[config.mk]
export PLATFORM = sky130hd
export DESIGN_NAME = damper_position_controller_core
export DESIGN_NICKNAME = d
export VERILOG_FILES = /design/src/dpc_pkg.sv /design/src/dpc_fire_filter.sv /design/src/dpc_position_unit.sv /design/src/damper_position_controller_core.sv
export SDC_FILE = /design/constraint.sdc
export NUM_CORES = 1
export LEC_CHECK = 0
export BUFFER_PORTS_ARGS = -buffer_cell sky130_fd_sc_hd__buf_2
export CELL_PAD_IN_SITES_DETAIL_PLACEMENT = 1
export CELL_PAD_IN_SITES_GLOBAL_PLACEMENT = 2
export CORE_UTILIZATION = 44
export CTS_BUF_LIST = sky130_fd_sc_hd__clkbuf_8
export CTS_CLUSTER_DIAMETER = 100
export CTS_CLUSTER_SIZE = 28
export DETAILED_ROUTE_END_ITERATION = 8
export MAX_ROUTING_LAYER = met4
export PLACE_DENSITY = 0.87
export RECOVER_POWER = 100
export SETUP_SLACK_MARGIN = 0.2
export SLEW_MARGIN = 20
export SYNTH_ARGS = -nofsm -noshare
export SYNTH_HDL_FRONTEND = slang
export SYNTH_HIERARCHICAL = 1
export SYNTH_SLANG_ARGS = --single-unit
[constraint.sdc]
create_clock -name clk -period 30.9 [get_ports clk]
set_input_delay 6.18 -clock clk [delete_from_list [all_inputs] [get_ports clk]]
set_output_delay 6.18 -clock clk [all_outputs]
set_load 0.005 [all_outputs]
[src/dpc_pkg.sv]
// Package with shared types, constants and register codes for the damper controller.
`default_nettype none
package dpc_pkg;

    // Default widths of the temperature fields and of the fire tick counter.
    localparam int TEMP_WIDTH_DEF  = 16;
    localparam int COUNT_WIDTH_DEF = 4;

    // Fixed register widths.
    localparam int DEADBAND_W = 12;
    localparam int GAIN_W     = 6;
    localparam int STEP_W     = 7;
    localparam int CONFIRM_W  = 4;
    localparam int POS_W      = 7;
    localparam int MODE_W     = 3;

    // Configuration port widths.
    localparam int CFG_INDEX_W = 3;
    localparam int CFG_DATA_W  = 12;

    // Reset values of the configuration registers.
    localparam logic [DEADBAND_W-1:0] DEADBAND_RST = 12'd16;
    localparam logic [GAIN_W-1:0]     GAIN_RST     = 6'd5;
    localparam logic [STEP_W-1:0]     STEP_RST     = 7'd15;
    localparam logic [CONFIRM_W-1:0]  CONFIRM_RST  = 4'd3;
    localparam logic [POS_W-1:0]      MAX_OPEN_RST = 7'd100;

    // Movement arithmetic: fraction bits of the temperature and the movement cap.
    localparam int FRAC_BITS = 4;
    localparam int MOVE_W    = 11;
    localparam logic [MOVE_W-1:0] MOVE_CAP = 11'd1024;

    // Register indexes on the configuration port.
    typedef enum logic [CFG_INDEX_W-1:0] {
        CFG_DEADBAND   = 3'd0,
        CFG_GAIN       = 3'd1,
        CFG_STEP_LIMIT = 3'd2,
        CFG_CONFIRM    = 3'd3,
        CFG_MAX_OPEN   = 3'd4
    } cfg_index_t;

    // Result modes.
    typedef enum logic [MODE_W-1:0] {
        MODE_FIRE  = 3'd0,
        MODE_OFF   = 3'd1,
        MODE_HOLD  = 3'd2,
        MODE_OPEN  = 3'd3,
        MODE_CLOSE = 3'd4
    } mode_t;

    // Configuration register set.
    typedef struct packed {
        logic [DEADBAND_W-1:0] deadband;
        logic [GAIN_W-1:0]     gain;
        logic [STEP_W-1:0]     step_limit;
        logic [CONFIRM_W-1:0]  confirm_count;
        logic [POS_W-1:0]      max_open;
    } cfg_t;

endpackage
`default_nettype wire

[src/dpc_fire_filter.sv]
// Fire signal debounce: saturating consecutive-tick counter and alarm latch.
`default_nettype none
module dpc_fire_filter #(
    parameter int COUNT_WIDTH = dpc_pkg::COUNT_WIDTH_DEF
) (
    input  wire logic                           clk,
    input  wire logic                           rst_n,
    input  wire logic                           advance,
    input  wire logic                           fire_raw,
    input  wire logic [dpc_pkg::CONFIRM_W-1:0]  confirm_count,
    output logic                                alarm
);

    localparam int CMP_W = (COUNT_WIDTH > dpc_pkg::CONFIRM_W) ?
                           COUNT_WIDTH : dpc_pkg::CONFIRM_W;

    logic [COUNT_WIDTH-1:0] count_reg;
    logic [COUNT_WIDTH-1:0] count_next;
    logic                   latch_reg;
    logic                   latch_next;
    logic [COUNT_WIDTH-1:0] count_inc;

    always_comb
    begin
        count_inc = (count_reg == {COUNT_WIDTH{1'b1}}) ? count_reg :
                    count_reg + {{(COUNT_WIDTH-1){1'b0}}, 1'b1};
        if (fire_raw)
        begin
            count_next = count_inc;
            latch_next = latch_reg ||
                (CMP_W'(count_inc) >= CMP_W'(confirm_count));
        end
        else
        begin
            count_next = '0;
            latch_next = 1'b0;
        end
    end

    assign alarm = latch_next;

    always_ff @(posedge clk or negedge rst_n)
    begin
        if (!rst_n)
        begin
            count_reg <= '0;
            latch_reg <= 1'b0;
        end
        else if (advance)
        begin
            count_reg <= count_next;
            latch_reg <= latch_next;
        end
    end

endmodule
`default_nettype wire

[src/dpc_position_unit.sv]
// Damper position register with deadband, proportional move, rate limit and clamp.
`default_nettype none
module dpc_position_unit #(
    parameter int TEMP_WIDTH = dpc_pkg::TEMP_WIDTH_DEF
) (
    input  wire logic                          clk,
    input  wire logic                          rst_n,
    input  wire logic                          advance,
    input  wire logic signed [TEMP_WIDTH-1:0]  measured_temp,
    input  wire logic signed [TEMP_WIDTH-1:0]  target_temp,
    input  wire logic                          enabled,
    input  wire logic                          alarm,
    input  wire dpc_pkg::cfg_t                 cfg,
    output logic [dpc_pkg::POS_W-1:0]          position,
    output dpc_pkg::mode_t                     mode
);

    localparam int DIFF_W = TEMP_WIDTH + 1;
    localparam int CMP_W  = (DIFF_W > dpc_pkg::DEADBAND_W) ? DIFF_W : dpc_pkg::DEADBAND_W;
    localparam int PROD_W = DIFF_W + dpc_pkg::GAIN_W;
    localparam int SUM_W  = dpc_pkg::MOVE_W + 2;
    localparam int POS_W  = dpc_pkg::POS_W;

    logic [POS_W-1:0]         pos_reg;
    logic [POS_W-1:0]         pos_next;
    logic signed [DIFF_W-1:0] err;
    logic [DIFF_W-1:0]        mag;
    logic [PROD_W-1:0]        prod;
    logic [PROD_W-1:0]        prod_shift;
    logic [dpc_pkg::MOVE_W-1:0] move;
    logic signed [SUM_W-1:0]  sum;
    logic [POS_W-1:0]         desired;
    logic signed [POS_W:0]    dlt;
    logic signed [POS_W:0]    step_lim;
    logic signed [POS_W:0]    delta;
    logic signed [POS_W+1:0]  nxt;

    always_comb
    begin
        err        = DIFF_W'(measured_temp) - DIFF_W'(target_temp);
        mag        = err[DIFF_W-1] ? DIFF_W'(-err) : DIFF_W'(err);
        prod       = PROD_W'(mag) * PROD_W'(cfg.gain);
        prod_shift = prod >> dpc_pkg::FRAC_BITS;
        move       = (prod_shift > PROD_W'(dpc_pkg::MOVE_CAP)) ? dpc_pkg::MOVE_CAP :
                     prod_shift[dpc_pkg::MOVE_W-1:0];
        sum        = err[DIFF_W-1] ? (SUM_W'(pos_reg) - SUM_W'(move)) :
                                     (SUM_W'(pos_reg) + SUM_W'(move));

        if (alarm)
        begin
            desired = '0;
            mode    = dpc_pkg::MODE_FIRE;
        end
        else if (!enabled)
        begin
            desired = '0;
            mode    = dpc_pkg::MODE_OFF;
        end
        else if (CMP_W'(mag) <= CMP_W'(cfg.deadband))
        begin
            desired = pos_reg;
            mode    = dpc_pkg::MODE_HOLD;
        end
        else
        begin
            if (sum < 0)
                desired = '0;
            else if (sum > $signed(SUM_W'(cfg.max_open)))
                desired = cfg.max_open;
            else
                desired = sum[POS_W-1:0];
            mode = err[DIFF_W-1] ? dpc_pkg::MODE_CLOSE : dpc_pkg::MODE_OPEN;
        end

        // Rate limit the change, then clamp the new position to the open range.
        dlt      = $signed({1'b0, desired}) - $signed({1'b0, pos_reg});
        step_lim = $signed({1'b0, cfg.step_limit});
        if (dlt > step_lim)
            delta = step_lim;
        else if (dlt < -step_lim)
            delta = -step_lim;
        else
            delta = dlt;
        nxt = $signed({2'b00, pos_reg}) + $signed({delta[POS_W], delta});
        if (nxt < 0)
            pos_next = '0;
        else if (nxt > $signed({2'b00, cfg.max_open}))
            pos_next = cfg.max_open;
        else
            pos_next = nxt[POS_W-1:0];
    end

    assign position = pos_next;

    always_ff @(posedge clk or negedge rst_n)
    begin
        if (!rst_n)
            pos_reg <= '0;
        else if (advance)
            pos_reg <= pos_next;
    end

endmodule
`default_nettype wire

[src/damper_position_controller_core.sv]
// Top level of the damper position controller: registers, handshakes and checks.
//
// Usage: each request on the input channel (in_valid / in_stall) carries one
// control tick: measured and target temperature, the raw fire signal and the
// system-on flag. Each request produces exactly one result on the output
// channel (out_valid / out_stall): new position, fire_confirmed and mode.
// A request is taken into the input register, and the result is computed by
// single-pass logic on its way into the output register, where it is offered.
// One request per cycle is taken in steady state while the receiver does not
// stall; the rate is set by the single-pass update of the kept position and
// fire counter. When the receiver stalls, the result holds in the output
// register and one more request can still be taken into the input register;
// only when both are full does in_stall rise.
// Configuration writes use cfg_valid / cfg_ready (always ready) with a
// register index and data; they are to be made while no request is in flight.
// Reset clears the position, the fire counter, the alarm latch and both
// pipeline valids, and loads the configuration registers with their defaults.
`default_nettype none
module damper_position_controller_core #(
    parameter int TEMP_WIDTH  = dpc_pkg::TEMP_WIDTH_DEF,
    parameter int COUNT_WIDTH = dpc_pkg::COUNT_WIDTH_DEF
) (
    input  wire logic                              clk,
    input  wire logic                              rst_n,
    input  wire logic                              in_valid,
    output logic                                   in_stall,
    input  wire logic signed [TEMP_WIDTH-1:0]      measured_temp,
    input  wire logic signed [TEMP_WIDTH-1:0]      target_temp,
    input  wire logic                              fire_raw,
    input  wire logic                              enabled,
    output logic                                   out_valid,
    input  wire logic                              out_stall,
    output logic [dpc_pkg::POS_W-1:0]              position,
    output logic                                   fire_confirmed,
    output logic [dpc_pkg::MODE_W-1:0]             mode,
    input  wire logic                              cfg_valid,
    output logic                                   cfg_ready,
    input  wire logic [dpc_pkg::CFG_INDEX_W-1:0]   cfg_index,
    input  wire logic [dpc_pkg::CFG_DATA_W-1:0]    cfg_data
);

    // Configuration registers.
    dpc_pkg::cfg_t cfg_reg;

    // Input register stage.
    logic                          s1_valid_reg;
    logic                          s1_valid_next;
    logic signed [TEMP_WIDTH-1:0]  meas_reg;
    logic signed [TEMP_WIDTH-1:0]  targ_reg;
    logic                          fire_reg;
    logic                          enabled_reg;

    // Output register stage.
    logic                          out_valid_reg;
    logic                          out_valid_next;
    logic [dpc_pkg::POS_W-1:0]     position_reg;
    logic                          alarm_out_reg;
    dpc_pkg::mode_t                mode_reg;

    logic                          in_take;
    logic                          out_free;
    logic                          advance;
    logic                          alarm;
    logic [dpc_pkg::POS_W-1:0]     pos_calc;
    dpc_pkg::mode_t                mode_calc;

    // The output register can take a new result when it is empty or being read.
    assign out_free  = !out_valid_reg || !out_stall;
    assign advance   = s1_valid_reg && out_free;
    assign in_stall  = s1_valid_reg && !out_free;
    assign in_take   = in_valid && !in_stall;
    assign cfg_ready = 1'b1;

    always_comb
    begin
        if (in_take)
            s1_valid_next = 1'b1;
        else if (advance)
            s1_valid_next = 1'b0;
        else
            s1_valid_next = s1_valid_reg;

        if (advance)
            out_valid_next = 1'b1;
        else if (!out_stall)
            out_valid_next = 1'b0;
        else
            out_valid_next = out_valid_reg;
    end

    always_ff @(posedge clk or negedge rst_n)
    begin
        if (!rst_n)
        begin
            s1_valid_reg  <= 1'b0;
            out_valid_reg <= 1'b0;
        end
        else
        begin
            s1_valid_reg  <= s1_valid_next;
            out_valid_reg <= out_valid_next;
        end
    end

    always_ff @(posedge clk)
    begin
        if (in_take)
        begin
            meas_reg    <= measured_temp;
            targ_reg    <= target_temp;
            fire_reg    <= fire_raw;
            enabled_reg <= enabled;
        end
        if (advance)
        begin
            position_reg  <= pos_calc;
            alarm_out_reg <= alarm;
            mode_reg      <= mode_calc;
        end
    end

    // Configuration writes; unknown indexes are ignored.
    always_ff @(posedge clk or negedge rst_n)
    begin
        if (!rst_n)
        begin
            cfg_reg.deadband      <= dpc_pkg::DEADBAND_RST;
            cfg_reg.gain          <= dpc_pkg::GAIN_RST;
            cfg_reg.step_limit    <= dpc_pkg::STEP_RST;
            cfg_reg.confirm_count <= dpc_pkg::CONFIRM_RST;
            cfg_reg.max_open      <= dpc_pkg::MAX_OPEN_RST;
        end
        else if (cfg_valid && cfg_ready)
        begin
            unique case (cfg_index)
                dpc_pkg::CFG_DEADBAND: cfg_reg.deadband <= cfg_data;
                dpc_pkg::CFG_GAIN:     cfg_reg.gain <= cfg_data[dpc_pkg::GAIN_W-1:0];
                dpc_pkg::CFG_STEP_LIMIT:
                    cfg_reg.step_limit <= cfg_data[dpc_pkg::STEP_W-1:0];
                dpc_pkg::CFG_CONFIRM:
                    cfg_reg.confirm_count <= cfg_data[dpc_pkg::CONFIRM_W-1:0];
                dpc_pkg::CFG_MAX_OPEN: cfg_reg.max_open <= cfg_data[dpc_pkg::POS_W-1:0];
                default: ;
            endcase
        end
    end

    dpc_fire_filter #(
        .COUNT_WIDTH (COUNT_WIDTH)
    ) u_fire (
        .clk           (clk),
        .rst_n         (rst_n),
        .advance       (advance),
        .fire_raw      (fire_reg),
        .confirm_count (cfg_reg.confirm_count),
        .alarm         (alarm)
    );

    dpc_position_unit #(
        .TEMP_WIDTH (TEMP_WIDTH)
    ) u_pos (
        .clk           (clk),
        .rst_n         (rst_n),
        .advance       (advance),
        .measured_temp (meas_reg),
        .target_temp   (targ_reg),
        .enabled       (enabled_reg),
        .alarm         (alarm),
        .cfg           (cfg_reg),
        .position      (pos_calc),
        .mode          (mode_calc)
    );

    assign out_valid      = out_valid_reg;
    assign position       = position_reg;
    assign fire_confirmed = alarm_out_reg;
    assign mode           = mode_reg;

`ifndef SYNTHESIS
    // A delivered position never exceeds the configured upper clamp.
    assert property (@(posedge clk) disable iff (!rst_n)
        out_valid_reg |-> (position_reg <= cfg_reg.max_open))
        else $error("position above max_open");

    // The fire override mode is reported exactly when the alarm is confirmed.
    assert property (@(posedge clk) disable iff (!rst_n)
        out_valid_reg |-> (alarm_out_reg == (mode_reg == dpc_pkg::MODE_FIRE)))
        else $error("mode and fire_confirmed disagree");

    // Input back-pressure only when both register stages are occupied and stalled.
    assert property (@(posedge clk) disable iff (!rst_n)
        in_stall |-> (s1_valid_reg && out_valid_reg && out_stall))
        else $error("input stalled with free space");

    // A result that was waiting on a stall is still there in the next cycle.
    assert property (@(posedge clk) disable iff (!rst_n)
        (out_valid_reg && out_stall) |=> (out_valid_reg && $stable(position_reg)))
        else $error("stalled result lost");
`endif

endmodule
`default_nettype wire

* After elaboration in Yosys (flattened, before gate mapping) *
Index checks and enable logic that the tools add are counted.

word-level totals
  bits in registers = 95
  output and inout port bits = 14
  input port bits = 54

operators by class
  add/subtract/negate cells = 8
  muxes and demuxes = 22
  bitwise logic cells = 1
  equal/unequal tests = 6
  reductions and logical operators = 18
  multiply operators = 1
  $lt $le $gt $ge = 9

operators by type and width
  kind                                                                               number
  7-bit 2-to-1 mux                                                                   7
  17-bit by 6-bit multiplier with 23-bit output                                      1
  19-bit by 11-bit greater-than comparator with 1-bit output, second input constant  1
  17-bit by 12-bit <= comparator with 1-bit output                                   1
  17-bit 2-to-1 mux                                                                  1
  17-bit negation                                                                    1
  16-bit by 16-bit subtractor with 17-bit output                                     1
  8-bit 2-to-1 mux                                                                   2
  13-bit by 8-bit greater-than comparator with 1-bit output                          1
  13-bit by 1-bit less-than comparator with 1-bit output, second input constant      1
  13-bit 2-to-1 mux                                                                  1
  7-bit by 11-bit adder with 12-bit output                                           1
  7-bit by 11-bit subtractor with 12-bit output                                      1
  11-bit 2-to-1 mux                                                                  1
  2-bit AND reduction                                                                5
  8-bit by 8-bit adder with 9-bit output                                             1
  9-bit by 8-bit greater-than comparator with 1-bit output                           1
  9-bit by 1-bit less-than comparator with 1-bit output, second input constant       1
  8-bit greater-than comparator                                                      1
  8-bit less-than comparator                                                         1
  4-bit 2-to-1 mux                                                                   2
  7-bit negation with 8-bit output                                                   1
  7-bit by 7-bit subtractor with 8-bit output                                        1
  3-bit by 2-bit == test with 1-bit output, second input constant                    2
  other kinds (17)                                                                   28

* Depth between registers and ports, before layout *
  depth in word-level cells = 22
  mapped depth = 86
  gate-level depth less buffers = 82

* Modules after synthesis *
Netlist, hierarchy kept.

by module, submodules not included
  module                           area each (um2)  cells each  instances
  dpc_position_unit                7738.7           1017        1
  damper_position_controller_core  2867.8           136         1
  dpc_fire_filter                  396.6            46          1

* Worst setup path after synthesis *
Ideal clock, no wire load.

  path kind = reg2reg
  start = reg meas_reg[0]
  end = reg position_reg, in the netlist position[0] (data pin)
  stages on the path, launching flop included = 80
  arrival time = 15760 ps
  library setup time = 266 ps
  path slack = 14874 ps
  buffers on the path = 3
  cell sequence = edfxtp_1 -> inv_1 -> ha_1 -> fa_1 -> nand2b_1 -> a21oi_1 -> o31a_1 -> or3_1 -> a21boi_0 -> xnor2_1 -> or3_1 -> or3_1 -> o21ai_1 -> xor2_1 -> and2b_1 -> fa_1 -> fa_1 -> inv_1 -> [44 not listed] -> mux2i_1 -> clkbuf_1 -> mux2i_1 -> o21ai_0 -> ha_1 -> a21o_1 -> a21o_1 -> a21o_1 -> a21oi_1 -> xnor2_1 -> ha_1 -> o21ai_0 -> nand2b_1 -> a21oi_1 -> a41oi_1 -> nor2_1 -> mux2i_1 -> nor2_1

on the way
  word-level cells in the longest chain between the ends = 22
  elaborated cells on any way between the ends = 27

RTL lines
  what                                                                                                       RTL line                                          RTL
  from (decl)                                                                                                damper_position_controller_core.sv:48             logic signed [TEMP_WIDTH-1:0] meas_reg;
  from (signal assigned)                                                                                     damper_position_controller_core.sv:109            meas_reg <= measured_temp;
  16-bit by 16-bit subtractor with 17-bit output *                                                           dpc_position_unit.sv:40                           err = DIFF_W'(measured_temp) - DIFF_W'(target_temp);
  17-bit negation                                                                                            dpc_position_unit.sv:41                           mag = err[DIFF_W-1] ? DIFF_W'(-err) : DIFF_W'(err);
  17-bit 2-to-1 mux                                                                                          dpc_position_unit.sv:41
  17-bit by 6-bit multiplier with 23-bit output                                                              dpc_position_unit.sv:42                           prod = PROD_W'(mag) * PROD_W'(cfg.gain);
  19-bit by 11-bit greater-than comparator with 1-bit output                                                 dpc_position_unit.sv:44                           move = (prod_shift > PROD_W'(dpc_pkg::MOVE_CAP)) ? dpc_pkg::MOVE_CAP :
  11-bit 2-to-1 mux                                                                                          dpc_position_unit.sv:44
  7-bit by 11-bit adder with 12-bit output or 7-bit by 11-bit subtractor with 12-bit output (tied branches)  dpc_position_unit.sv:47, dpc_position_unit.sv:46
  13-bit 2-to-1 mux                                                                                          dpc_position_unit.sv:46                           sum = err[DIFF_W-1] ? (SUM_W'(pos_reg) - SUM_W'(move)) :
  [7 not listed]                                                                                             n/a
  8-bit less-than comparator                                                                                 dpc_position_unit.sv:80                           else if (dlt < -step_lim)
  8-bit 2-to-1 mux                                                                                           dpc_position_unit.sv:80
  8-bit 2-to-1 mux *                                                                                         dpc_position_unit.sv:78                           if (dlt > step_lim)
  8-bit by 8-bit adder with 9-bit output *                                                                   dpc_position_unit.sv:84                           nxt = $signed({2'b00, pos_reg}) + $signed({delta[POS_W], delta});
  9-bit by 8-bit greater-than comparator with 1-bit output                                                   dpc_position_unit.sv:87                           else if (nxt > $signed({2'b00, cfg.max_open}))
  7-bit 2-to-1 mux                                                                                           dpc_position_unit.sv:87
  7-bit 2-to-1 mux *                                                                                         dpc_position_unit.sv:85                           if (nxt < 0)
  net pos_calc (one bit)                                                                                     damper_position_controller_core.sv:64             logic [dpc_pkg::POS_W-1:0] pos_calc;
  to (signal assigned)                                                                                       damper_position_controller_core.sv:116            position_reg <= pos_calc;
  to (decl)                                                                                                  damper_position_controller_core.sv:56             logic [dpc_pkg::POS_W-1:0] position_reg;

The timed path passes the listed nets; every way through them passes the cells marked *.
A chain may end at the register's enable or synchronous reset.

* Worst setup path in the final report *
  start = reg meas_reg[0]
  end = reg position_reg, in the netlist position[2] (data pin)

The elaborated chain is that of the path after synthesis.

==> flow_summary.rst <==
.. list-table::
   :header-rows: 1

   * - Metric
     - Value
   * - Cell area after placement
     - 11,700 um^2
   * - Hold-fix buffer count after cts
     - 0
   * - Shortest period the worst path allows
     - 19.95 ns
   * - Instance count after placement with tap cells included
     - roughly 1,600
   * - Worst Path Class, Setup
     - flip-flop to flip-flop
   * - Total number of vias
     - 8,631
   * - Violations in the final reports
     - max-capacitance violations, max-slew violations
   * - Min-delay worst type
     - flip-flop to flip-flop
   * - Final total negative setup slack
     - 0 ns
   * - Total nets after synthesis
     - 1,440
   * - Number of enable flip-flop cells after synthesis
     - 45
   * - Htree depth
     - 3
   * - Dominant cell type by count on the critical path
     - sky130_fd_sc_hd__ha_1
   * - Post-cts sizing count
     - 0
   * - TritonCTS clock tree
     - yes
   * - Most used standard cells in the synthesized netlist
     - sky130_fd_sc_hd__inv_1, sky130_fd_sc_hd__ha_1, sky130_fd_sc_hd__nand2_1, sky130_fd_sc_hd__a21oi_1, sky130_fd_sc_hd__nor2b_1
   * - Detailed Place HPWL
     - 22.9 mm
   * - Top cells by area, synth
     - sky130_fd_sc_hd__ha_1, sky130_fd_sc_hd__edfxtp_1, sky130_fd_sc_hd__fa_1
   * - Nets
     - 1,497
   * - IO buf count
     - 66
   * - Slew Limit Headroom
     - -0.909
   * - Sequential share of the synthesized area
     - 0.238
   * - Crit end category
     - flip-flop
   * - Average detailed-routed wire length per instance
     - 17.9 um
   * - Distinct cells, synth
     - 80
   * - Signed area change from the synthesized netlist to the final layout
     - 7.31%
   * - I/O Pins
     - around 70
   * - Final instance count without filler cells
     - 1,585
   * - Total non-filler cell area in the finished layout
     - around 12,000 um^2
   * - CTS max path bufs
     - 2
   * - Number of clock buffers inserted by TritonCTS
     - 9
   * - Buffers inserted during post-CTS setup optimization
     - 0
   * - Share of async-settable or async-resettable flops after synthesis
     - 0.526
   * - Mapped Avg Cell Area
     - 9.18 um^2
   * - Number of antenna-violating nets in the routed design
     - 0
   * - Cell count after synthesis
     - 1,199
   * - Number of sinks driven by the clock tree
     - 95
   * - Post-route fraction of the period consumed by the critical path
     - 0.646
   * - Unrepaired setup endpoints after global routing
     - false
   * - Drt via density
     - 5.45
   * - Crit path required time
     - between 30 and 40 ns
   * - Number of failing setup endpoints in the final timing report
     - 0
   * - Die Y
     - 160 um
   * - Pin count of the biggest net entering global routing
     - 51
   * - Hold Vio Cnt, Final
     - 0
   * - Fill cell total of the finished layout
     - 2,904
   * - Critical-path cell with the highest stage delay
     - sky130_fd_sc_hd__clkbuf_1
   * - Number of pins with negative max-slew slack in the final report
     - 134
   * - Cell with the most instances after synthesis
     - sky130_fd_sc_hd__inv_1
   * - Worst skew pair latency
     - 0.39 ns
   * - Status
     - complete, but fails checks
   * - Area inside the core boundary
     - ~24,000 um^2
   * - CP max FO
     - 35
   * - Vias in the first global route
     - 9,352
   * - Initial cell density of the core
     - 0.451
   * - Slew at the pin with the worst max-slew slack
     - 2.86 ns
   * - Final weighted congestion of routability-driven global placement
     - 0.912
   * - Violation count after the first detailed-routing iteration
     - 391
   * - Total routing usage reported by global routing
     - 0.236
   * - Number of iterations in the first detailed-routing pass
     - 4
   * - Max-Cap Viols
     - 4
   * - Area of the mapped netlist
     - 11,000 um^2
   * - Horiz. Die Dim
     - 160 um
   * - Initial antenna violation count
     - 0
   * - Biggest cell delay along the critical path
     - 1.28 ns
   * - Final wirelength
     - 28.4 mm
   * - Clock root buffer
     - sky130_fd_sc_hd__clkbuf_8
   * - Synth top area share
     - 0.138
   * - Wire length of the first global-routing pass
     - 47.5 mm
   * - Remaining design rule violation count
     - 0
   * - Fraction of final layout cells with drive strength greater than 1
     - 0.109
   * - Flip-flop cell with the highest count after synthesis
     - sky130_fd_sc_hd__edfxtp_1
   * - Worst Path Arrival
     - about 20 ns
   * - Sort of element at the start of the critical path
     - flip-flop
   * - Total number of yosys warnings
     - 6
   * - Skew final
     - 0.0201 ns
   * - Library cell with the largest summed area after synthesis
     - sky130_fd_sc_hd__ha_1
   * - Flip-flop count of the largest register, all copies and words added
     - 36
   * - Number of antenna diodes
     - 0
   * - Full die area
     - 25,600 um^2
   * - Clock-pin slew on the worst setup and hold paths
     - 0.12 ns
   * - Overall overflow remaining after global route
     - 0
   * - Flip-flop and latch count after synthesis
     - 95
   * - Timing-limited maximum frequency
     - 0.0501 GHz
   * - Number of placement rows
     - 57
[routing by layer]
layer / part of all wire / global-route usage
met4: 0.011 / 0.0420
met3: 0.024 / 0.0223
met2: 0.50 / 0.415
met1: 0.47 / 0.297
met5: 0 / -
[layout by cell type, fill, tap and decap left out, drive strengths merged, types with 26 or more instances in the layout]
| cell type | n |
|---|---|
| nor2b | 67 |
| mux2i | 26 |
| and2 | 32 |
| inv | 173 |
| nand2b | 27 |
| xor2 | 30 |
| dfrtp | 38 |
| buf | 58 |
| mux2 | 40 |
| xnor2 | 33 |
| nand2 | 74 |
| ha | 121 |
| edfxtp | 45 |
| o21ai | 50 |
| nor2 | 59 |
| a21oi | 72 |
| fa | 66 |
[stage by stage]
step	worst slack, ns	hold WS, ns	util
after floorplan	14.87	0.442	-
after global placement	12.34	0.459	0.478
after detailed placement	12.02	0.485	0.478
after CTS	11.90	0.508	0.486
after global routing	9.32	0.531	0.484
final	10.95	0.507	0.484
[cell families after synthesis]
group                      after synthesis  synth area share
DFF                                     95             0.238
adders and majority gates              187             0.258
muxes                                   66            0.0646
xor gates and xnor gates                63            0.0501
buffers and inverters                  198            0.0712
AOI/OAI and AO/OA                      247             0.149
other                                    1          0.000341
and+or+nand+nor                        342             0.169
[final cells by class]
type                            instances  area [um^2]  share of cell area
Sequential cell                        95         2620               0.222
Timing Repair Buffer                   74          358              0.0303
Multi-Input combinational cell        906         7580               0.642
Inverter                              170          638              0.0540
Clock buffer                            9          124              0.0105
Tap cell                              324          405              0.0343
Clock inverter                          7         81.3             0.00689
[worst max-delay path, delay by kind of cell (launching register included)]
family / cells / cell delay, ns
compound gates: 35 / 6.61
xor+xnor: 4 / 1.26
fa+ha+maj: 14 / 4.67
buf+inv: 7 / 2.34
flops: 1 / 0.37
mux: 5 / 1.88
simple gates: 10 / 2.53
[worst paths after layout]
path,slack (ns),from,to,cells after the start
hold / removal,0.51,s1_valid_reg,out_valid,1
min in group asynchronous,6.79,rst_n,out_valid,2
setup reg to reg,10.95,meas_reg[0],position[2],75
max in group asynchronous,22.47,rst_n,cfg_reg[22],2
setup / recovery,10.95,meas_reg[0],position[2],75
hold reg to reg,0.51,s1_valid_reg,out_valid,1
Power is not shown: default switching activity piles up to over one toggle a cycle in this logic, so the estimate is an artifact.
